==> src/rtl/hrrn_pkg.sv <==
// Shared types and constants for the HRRN scheduler.
`default_nettype none
package hrrn_pkg;

    localparam int SLOTS_DEF  = 16;
    localparam int FIFO_DEPTH = 2;

    typedef struct packed {
        logic        op;
        logic [7:0]  proc_id;
        logic [31:0] arrival_time;
        logic [15:0] burst_length;
    } hrrn_in_t;

    typedef struct packed {
        logic       running_valid;
        logic [7:0] running_id;
        logic       arrival_dropped;
    } hrrn_out_t;

    localparam logic OP_TICK    = 1'b0;
    localparam logic OP_ARRIVAL = 1'b1;

    typedef enum logic [2:0] {
        ST_IDLE,
        ST_ARRIVE,
        ST_SCAN,
        ST_MUL,
        ST_CMP,
        ST_PICK,
        ST_DONE
    } hrrn_state_t;

endpackage
`default_nettype wire

==> src/rtl/hrrn_fifo.sv <==
// Small queue used on both sides of the scheduling engine (input and result queues).
`default_nettype none
module hrrn_fifo
    import hrrn_pkg::*;
#(
    parameter int WIDTH = 8,
    parameter int DEPTH = FIFO_DEPTH
)(
    input  wire logic             clk,
    input  wire logic             rst_n,
    input  wire logic             wr_en,
    input  wire logic [WIDTH-1:0] wr_data,
    output logic                  full,
    input  wire logic             rd_en,
    output logic      [WIDTH-1:0] rd_data,
    output logic                  empty
);
    localparam int AW = (DEPTH > 1) ? $clog2(DEPTH) : 1;

    logic [WIDTH-1:0] mem_reg [DEPTH];
    logic [AW-1:0]    wp_reg, rp_reg;
    logic [AW:0]      cnt_reg;

    assign full    = (cnt_reg == (AW+1)'(DEPTH));
    assign empty   = (cnt_reg == '0);
    assign rd_data = mem_reg[rp_reg];

    // storage
    always_ff @(posedge clk) begin
        if (wr_en && !full) begin
            mem_reg[wp_reg] <= wr_data;
        end
    end

    // pointers
    always_ff @(posedge clk or negedge rst_n) begin
        if (!rst_n) begin
            wp_reg  <= '0;
            rp_reg  <= '0;
            cnt_reg <= '0;
        end else begin
            if (wr_en && !full) begin
                wp_reg <= (wp_reg == AW'(DEPTH-1)) ? '0 : wp_reg + 1'b1;
            end
            if (rd_en && !empty) begin
                rp_reg <= (rp_reg == AW'(DEPTH-1)) ? '0 : rp_reg + 1'b1;
            end
            cnt_reg <= cnt_reg + (AW+1)'(wr_en && !full) - (AW+1)'(rd_en && !empty);
        end
    end
endmodule
`default_nettype wire

==> src/rtl/hrrn_engine.sv <==
// Scheduling engine: slot table, sequential ratio scan, job timing.
`default_nettype none
module hrrn_engine
    import hrrn_pkg::*;
#(
    parameter int SLOTS = SLOTS_DEF
)(
    input  wire logic      clk,
    input  wire logic      rst_n,
    input  wire logic      cmd_empty,
    input  wire hrrn_in_t  cmd,
    output logic           cmd_pop,
    input  wire logic      res_full,
    output logic           res_push,
    output hrrn_out_t      res
);
    localparam int SW = $clog2(SLOTS);
    localparam int CW = SW + 1;

    // slot table
    logic          valid_reg [SLOTS];
    logic [7:0]    id_reg    [SLOTS];
    logic [31:0]   arr_reg   [SLOTS];
    logic [15:0]   burst_reg [SLOTS];
    logic [SW-1:0] age_reg   [SLOTS];

    logic [31:0] now_reg, now_next;
    logic        run_v_reg, run_v_next;
    logic [7:0]  run_id_reg, run_id_next;
    logic [15:0] rem_reg, rem_next;

    hrrn_state_t state_reg, state_next;
    logic [CW-1:0] idx_reg, idx_next;
    logic          have_reg, have_next;
    logic [SW-1:0] best_reg, best_next;
    logic [32:0]   bnum_reg, bnum_next;
    logic [15:0]   bden_reg, bden_next;
    logic [48:0]   lhs_reg, rhs_reg;
    logic          drop_reg, drop_next;

    logic [SW-1:0] cur;
    logic [32:0]   cnum;
    logic          elig;

    // free slot and occupancy search
    logic [SW-1:0] free_idx;
    logic          free_found;
    logic [CW-1:0] count;
    always_comb begin
        free_found = 1'b0;
        free_idx   = '0;
        count      = '0;
        for (int i = 0; i < SLOTS; i++) begin
            if (valid_reg[i]) begin
                count = count + 1'b1;
            end else if (!free_found) begin
                free_found = 1'b1;
                free_idx   = SW'(i);
            end
        end
    end

    assign cur  = idx_reg[SW-1:0];
    assign elig = valid_reg[cur] && (arr_reg[cur] <= now_reg);
    assign cnum = {1'b0, now_reg - arr_reg[cur]} + 33'(burst_reg[cur]);

    // control
    always_comb begin
        state_next  = state_reg;
        idx_next    = idx_reg;
        have_next   = have_reg;
        best_next   = best_reg;
        bnum_next   = bnum_reg;
        bden_next   = bden_reg;
        drop_next   = drop_reg;
        now_next    = now_reg;
        run_v_next  = run_v_reg;
        run_id_next = run_id_reg;
        rem_next    = rem_reg;
        cmd_pop     = 1'b0;
        res_push    = 1'b0;
        unique case (state_reg)
            ST_IDLE: begin
                if (!cmd_empty) begin
                    cmd_pop = 1'b1;
                    if (cmd.op == OP_ARRIVAL) begin
                        drop_next  = !free_found;
                        state_next = ST_ARRIVE;
                    end else if (run_v_reg) begin
                        drop_next = 1'b0;
                        rem_next  = rem_reg - 1'b1;
                        now_next  = now_reg + 1'b1;
                        if (rem_reg == 16'd1) begin
                            run_v_next  = 1'b0;
                            run_id_next = '0;
                        end
                        state_next = ST_DONE;
                    end else begin
                        drop_next  = 1'b0;
                        idx_next   = '0;
                        have_next  = 1'b0;
                        state_next = ST_SCAN;
                    end
                end
            end
            ST_ARRIVE: state_next = ST_DONE;
            ST_SCAN: begin
                if (idx_reg == CW'(SLOTS)) begin
                    state_next = ST_PICK;
                end else if (!elig) begin
                    idx_next = idx_reg + 1'b1;
                end else if (!have_reg) begin
                    have_next = 1'b1;
                    best_next = cur;
                    bnum_next = cnum;
                    bden_next = burst_reg[cur];
                    idx_next  = idx_reg + 1'b1;
                end else begin
                    state_next = ST_MUL;
                end
            end
            ST_MUL: state_next = ST_CMP;
            ST_CMP: begin
                if (lhs_reg > rhs_reg ||
                    (lhs_reg == rhs_reg && age_reg[cur] < age_reg[best_reg])) begin
                    best_next = cur;
                    bnum_next = cnum;
                    bden_next = burst_reg[cur];
                end
                idx_next   = idx_reg + 1'b1;
                state_next = ST_SCAN;
            end
            ST_PICK: begin
                if (have_reg) begin
                    run_v_next  = 1'b1;
                    run_id_next = id_reg[best_reg];
                    rem_next    = burst_reg[best_reg];
                end else begin
                    now_next = now_reg + 1'b1;
                end
                state_next = ST_DONE;
            end
            ST_DONE: begin
                if (!res_full) begin
                    res_push   = 1'b1;
                    state_next = ST_IDLE;
                end
            end
            default: state_next = ST_IDLE;
        endcase
    end

    assign res.running_valid   = run_v_reg;
    assign res.running_id      = run_id_reg;
    assign res.arrival_dropped = drop_reg;

    // held arrival for the store cycle
    hrrn_in_t held_reg;
    logic [SW-1:0] slot_reg;
    logic [CW-1:0] cnt_reg;

    // ratio products, one register stage
    always_ff @(posedge clk) begin
        lhs_reg <= cnum[32:0] * bden_reg;
        rhs_reg <= bnum_reg * burst_reg[cur];
        if (state_reg == ST_IDLE) begin
            held_reg <= cmd;
            slot_reg <= free_idx;
            cnt_reg  <= count;
        end
    end

    // slot payload
    always_ff @(posedge clk) begin
        if (state_reg == ST_ARRIVE && !drop_reg) begin
            id_reg[slot_reg]    <= held_reg.proc_id;
            arr_reg[slot_reg]   <= held_reg.arrival_time;
            burst_reg[slot_reg] <= (held_reg.burst_length == '0) ? 16'd1
                                                                 : held_reg.burst_length;
            age_reg[slot_reg]   <= cnt_reg[SW-1:0];
        end else if (state_reg == ST_PICK && have_reg) begin
            for (int i = 0; i < SLOTS; i++) begin
                if (valid_reg[i] && age_reg[i] > age_reg[best_reg]) begin
                    age_reg[i] <= age_reg[i] - 1'b1;
                end
            end
        end
    end

    // control registers
    always_ff @(posedge clk or negedge rst_n) begin
        if (!rst_n) begin
            state_reg  <= ST_IDLE;
            idx_reg    <= '0;
            have_reg   <= 1'b0;
            best_reg   <= '0;
            bnum_reg   <= '0;
            bden_reg   <= 16'd1;
            drop_reg   <= 1'b0;
            now_reg    <= '0;
            run_v_reg  <= 1'b0;
            run_id_reg <= '0;
            rem_reg    <= '0;
            for (int i = 0; i < SLOTS; i++) begin
                valid_reg[i] <= 1'b0;
            end
        end else begin
            state_reg  <= state_next;
            idx_reg    <= idx_next;
            have_reg   <= have_next;
            best_reg   <= best_next;
            bnum_reg   <= bnum_next;
            bden_reg   <= bden_next;
            drop_reg   <= drop_next;
            now_reg    <= now_next;
            run_v_reg  <= run_v_next;
            run_id_reg <= run_id_next;
            rem_reg    <= rem_next;
            if (state_reg == ST_ARRIVE && !drop_reg) begin
                valid_reg[slot_reg] <= 1'b1;
            end else if (state_reg == ST_PICK && have_reg) begin
                valid_reg[best_reg] <= 1'b0;
            end
        end
    end
endmodule
`default_nettype wire

==> src/rtl/hrrn_process_scheduler_unit.sv <==
// Top level: input queue, scheduling engine, result queue.
// Usage:
//   Input channel: push an item (op, proc_id, arrival_time, burst_length)
//   while full is low. Result channel: while empty is low the oldest result
//   (running_valid, running_id, arrival_dropped) is on res; pop takes it.
//   An arrival passes through ST_ARRIVE and ST_DONE in the engine, a tick
//   with a job running only through ST_DONE. A tick with nothing running
//   scans all SLOTS slots one at a time; each eligible slot after the first
//   goes through the product register (ST_MUL) and the compare (ST_CMP),
//   then ST_PICK chooses the job. The scan's single cross-multiply unit
//   sets the pace of the scan.
//   Two-entry queues on both sides let the producer keep pushing while a
//   result waits. If the receiver stalls, results back up in the output
//   queue and then the engine and input queue stall; nothing is lost.
//   Reset empties both queues, clears the slot table, the clock and the
//   running job.
`default_nettype none
module hrrn_process_scheduler_unit
    import hrrn_pkg::*;
#(
    parameter int SLOTS = SLOTS_DEF
)(
    input  wire logic      clk,
    input  wire logic      rst_n,
    input  wire logic      push,
    input  wire hrrn_in_t  item,
    output logic           full,
    input  wire logic      pop,
    output hrrn_out_t      res,
    output logic           empty
);
    logic      cmd_empty, cmd_pop, res_full, res_push;
    hrrn_in_t  cmd;
    hrrn_out_t eres;

    hrrn_fifo #(.WIDTH($bits(hrrn_in_t)), .DEPTH(FIFO_DEPTH)) u_in_q (
        .clk(clk), .rst_n(rst_n),
        .wr_en(push), .wr_data(item), .full(full),
        .rd_en(cmd_pop), .rd_data(cmd), .empty(cmd_empty)
    );

    hrrn_engine #(.SLOTS(SLOTS)) u_engine (
        .clk(clk), .rst_n(rst_n),
        .cmd_empty(cmd_empty), .cmd(cmd), .cmd_pop(cmd_pop),
        .res_full(res_full), .res_push(res_push), .res(eres)
    );

    hrrn_fifo #(.WIDTH($bits(hrrn_out_t)), .DEPTH(FIFO_DEPTH)) u_out_q (
        .clk(clk), .rst_n(rst_n),
        .wr_en(res_push), .wr_data(eres), .full(res_full),
        .rd_en(pop), .rd_data(res), .empty(empty)
    );
endmodule
`default_nettype wire

==> config.mk <==
export PLATFORM = sky130hd
export DESIGN_NAME = hrrn_process_scheduler_unit
export DESIGN_NICKNAME = d
export VERILOG_FILES = /design/src/rtl/hrrn_pkg.sv /design/src/rtl/hrrn_fifo.sv /design/src/rtl/hrrn_engine.sv /design/src/rtl/hrrn_process_scheduler_unit.sv
export SDC_FILE = /design/constraint.sdc
export NUM_CORES = 2
export LEC_CHECK = 0
export BUFFER_PORTS_ARGS = -buffer_cell sky130_fd_sc_hd__buf_2
export CORE_UTILIZATION = 55
export CTS_CLUSTER_DIAMETER = 30
export DETAILED_ROUTE_END_ITERATION = 16
export PLACE_DENSITY_LB_ADDON = 0.2
export REMOVE_ABC_BUFFERS = 1
export SLEW_MARGIN = 10
export SYNTH_ARGS = -nofsm -noshare
export SYNTH_HDL_FRONTEND = slang
export SYNTH_SLANG_ARGS = --single-unit
==> constraint.sdc <==
create_clock -name clk -period 15.6 [get_ports clk]
set_clock_uncertainty 0.15 [all_clocks]
set_input_delay 3.12 -clock clk [delete_from_list [all_inputs] [get_ports clk]]
set_output_delay 3.12 -clock clk [all_outputs]
set_load 0.01 [all_outputs]
==> results.py <==
metrics = {
    "timing": {
        "hold_violations": 0,
        "rsz0062_at_grt": "no",
        "fmax_mhz": 76.2,
        "tightest_slew_ps": 1270,
        "setup_viol": 0,
        "timing.final.crit_share": 0.841,
        "tns_ps": 0,
        "relSlewSlack": 0.149,
        "min_period_ps": 13120,
        "drv_slew": 0,
    },
    "global_routing": {
        "grt_usage": 0.294,
        "grt_max_degree": 76,
        "grt_pass1_wl_mm": 382,
        "grt_overflow": 0,
        "antenna_found_initial": 4,
        "grt_pass1_vias": 64100,
    },
    "synthesis": {
        "async_flop_share": 0.103,
        "synth.most_common_cell": "edfxtp_1",
        "synthTopCellsByCount": "edfxtp_1 (1158), inv_1 (1037), fa_1 (866), nand2_1 (843), ha_1 (448)",
        "yosys.area.top_type_share": 0.370,
        "yosys.area.top_type": "edfxtp_1",
        "synth.distinct_cells": 80,
        "synth.cell_area_um2": 94000,
        "postSynthCellCount": 7317,
        "syn_avg_cell_area_um2": 12.9,
        "synth_seq_area_share": 0.429,
        "synth_area_leaders": "edfxtp_1 (37%), fa_1 (18%), mux4_2 (9.7%)",
        "ys_ff_latch": 1400,
        "ys.flop_type": "edfxtp_1",
        "synth_edf_count": 1158,
        "yosys_warnings": 0,
    },
    "floorplan": {
        "ios": 73,
        "dieHeight_um": 415,
        "floorplan.initialDensity": 0.554,
        "core_um2": 170000,
        "placementRows": 151,
        "fp.dieW_um": 415,
        "dieArea_um2": 173000,
    },
    "layout": {
        "stdcell_area_um2": 107000,
        "fill_cells": 12500,
        "multi_input_area_um2": 48700,
        "areaGrowthSynthToFinish_pct": 14.0,
        "final_util": 0.632,
        "drive_gt1_frac": 0.167,
        "seqCellArea_um2": 40400,
        "largest_register_ffs": 512,
        "final_nets": 8878,
    },
    "detailed_routing": {
        "drt-wirelength-per-cell_um": 24.9,
        "vias": 59800,
        "vias_per_cell": 6.01,
        "ant_nets": 0,
        "firstDrtPassIters": 6,
        "route.top_layer_used": "met4",
        "drtIter0Drc": 5587,
        "drt-met1-wl_mm": 95.5,
        "route.met2.wl_mm": 123,
        "drcViolationCount": 0,
        "dr_wl_met3_mm": 19.1,
        "routed_wl_mm": 248,
    },
    "clock_network": {
        "clk_path_buf_depth": 4,
        "post_cts_buffers": 0,
        "post_cts_resize_count": 0,
        "cts_tree": "built",
        "clkTransAtPathRegs_ps": 50,
        "cts_max_level": 5,
        "hold_buffers": 0,
        "clock-sinks": 1400,
        "root_buffer": "clkbuf_16",
        "clock_latency_ps": 930,
        "cts_made_buffers": 300,
    },
    "worst_setup_path": {
        "cp.required_ps": 16260,
        "cp-endpoint": "u_engine.lhs_reg[45]$_DFF_P_",
        "worstSetupPathType": "reg -> reg",
        "r2r_end": "u_engine.lhs_reg[45]$_DFF_P_",
        "path_common_cell": "fa_1",
        "worstSetupStartpoint": "u_engine.idx_reg[0]$_DFFE_PN0P_",
        "reg2reg_from": "u_engine.idx_reg[0]$_DFFE_PN0P_",
        "critPathMaxStageDelay_ps": 1180,
        "arrival_ps": 13780,
        "rr_worst_depth": 43,
        "startpoint_type": "register",
        "cp-end-kind": "register",
        "reg2reg_slack_ps": 2480,
        "critPathSlowestCell": "dfrtp_4",
        "path_max_fanout": 52,
    },
    "placed_design": {
        "hpwlAfterDp_mm": 158,
        "placement.cell_area_um2": 97200,
        "place.gp.congestion": 0.909,
        "io_buffers": 72,
    },
    "run": {
        "max_cap_violations": 0,
    },
    "run_status": {
        "status": "complete, no violations",
    },
    "min_path": {
        "hold_class": "reg -> reg",
    },
}
-- per-layer routing --
layer,vias up,track usage
met5,-,0
met4,0,0.129
met3,651,0.0557
met2,2714,0.491
met1,30900,0.374
li1,25500,-
-- critical path, delay by kind of cell, from the launching register on --
family / cells / cell delay [ps]
compound gates: 16 / 4090
flops: 1 / 1180
simple gates: 7 / 950
mux: 2 / 1110
buf+inv: 7 / 1400
xor+xnor: 2 / 260
fa+ha+maj: 9 / 3860
-- cell usage in the layout, fill, tap and decap left out, types with 44 or more instances in the layout --
master     Yosys  routed
mux4_2       405     405
dfxtp_1       98      98
dfrtp_1      143     131
a21oi_1      243     242
inv_1       1037    1037
a21o_1        86      86
and2_1       357     357
nand2b_1      52      52
nand2_1      843     843
nand4_1       52      52
ha_1         448     448
edfxtp_1    1158    1158
clkbuf_16      0     305
fa_1         866     866
xor2_1        59      59
nand3_1       68      68
o21ai_0      137     137
nor2b_1       60      60
buf_4          1     142
xnor2_1      187     180
mux2_2       120     120
nor3_1        49      44
nor2_1       188     174
buf_2         14      71
-- worst min-delay path by stage --
| stage | from | end | slack, ps | depth (start not counted) |
|---|---|---|---|---|
| 2_1_floorplan | u_engine.run_id_reg[0]$_DFFE_PN0P_ | u_out_q.mem_reg[0][1]$_DFFE_PP_ | 290 | 0 |
| 3_3_place_gp | u_engine.run_id_reg[4]$_DFFE_PN0P_ | u_out_q.mem_reg[0][5]$_DFFE_PP_ | 310 | 0 |
| 3_5_place_dp | u_engine.run_id_reg[4]$_DFFE_PN0P_ | u_out_q.mem_reg[1][5]$_DFFE_PP_ | 320 | 0 |
| 4_1_cts | u_engine.run_id_reg[4]$_DFFE_PN0P_ | u_out_q.mem_reg[0][5]$_DFFE_PP_ | 330 | 0 |
| 5_1_grt | u_engine.run_id_reg[4]$_DFFE_PN0P_ | u_out_q.mem_reg[0][5]$_DFFE_PP_ | 330 | 0 |
| 6_report | u_engine.run_id_reg[4]$_DFFE_PN0P_ | u_out_q.mem_reg[0][5]$_DFFE_PP_ | 320 | 0 |
-- area by class of cell --
class | count | area share
clock inverter | 183 | 0.0201
inverter | 1037 | 0.0363
timing repair buffer | 214 | 0.0134
sequential | 1400 | 0.377
multi-input combinational | 4550 | 0.455
clock buffer | 341 | 0.0733
antenna | 1 | 0.0000233
tap | 2218 | 0.0259
-- logic make-up (layout without fill, tap and decap cells) --
kind of cell    Yosys count  after routing  synth area share
simple gates           1759           1759            0.0886
flops                  1400           1400             0.429
compound gates          660            660            0.0435
buf+inv                1367           1775            0.0548
mux                     560            560             0.115
fa+ha+maj              1314           1314             0.244
other cells               0              1                 0
xor+xnor                257            257            0.0251
-- per-stage QoR --
stage	cells	setup WS [ps]	hold WS [ps]
2_1_floorplan	6987	-3250	292
3_3_place_gp	9419	2590	305
3_5_place_dp	9419	2540	322
4_1_cts	9943	2480	327
5_1_grt	9943	1520	333
6_report	9944	2480	325
Power is not shown: default switching activity piles up to over one toggle a cycle in this logic, so the estimate is an artifact.
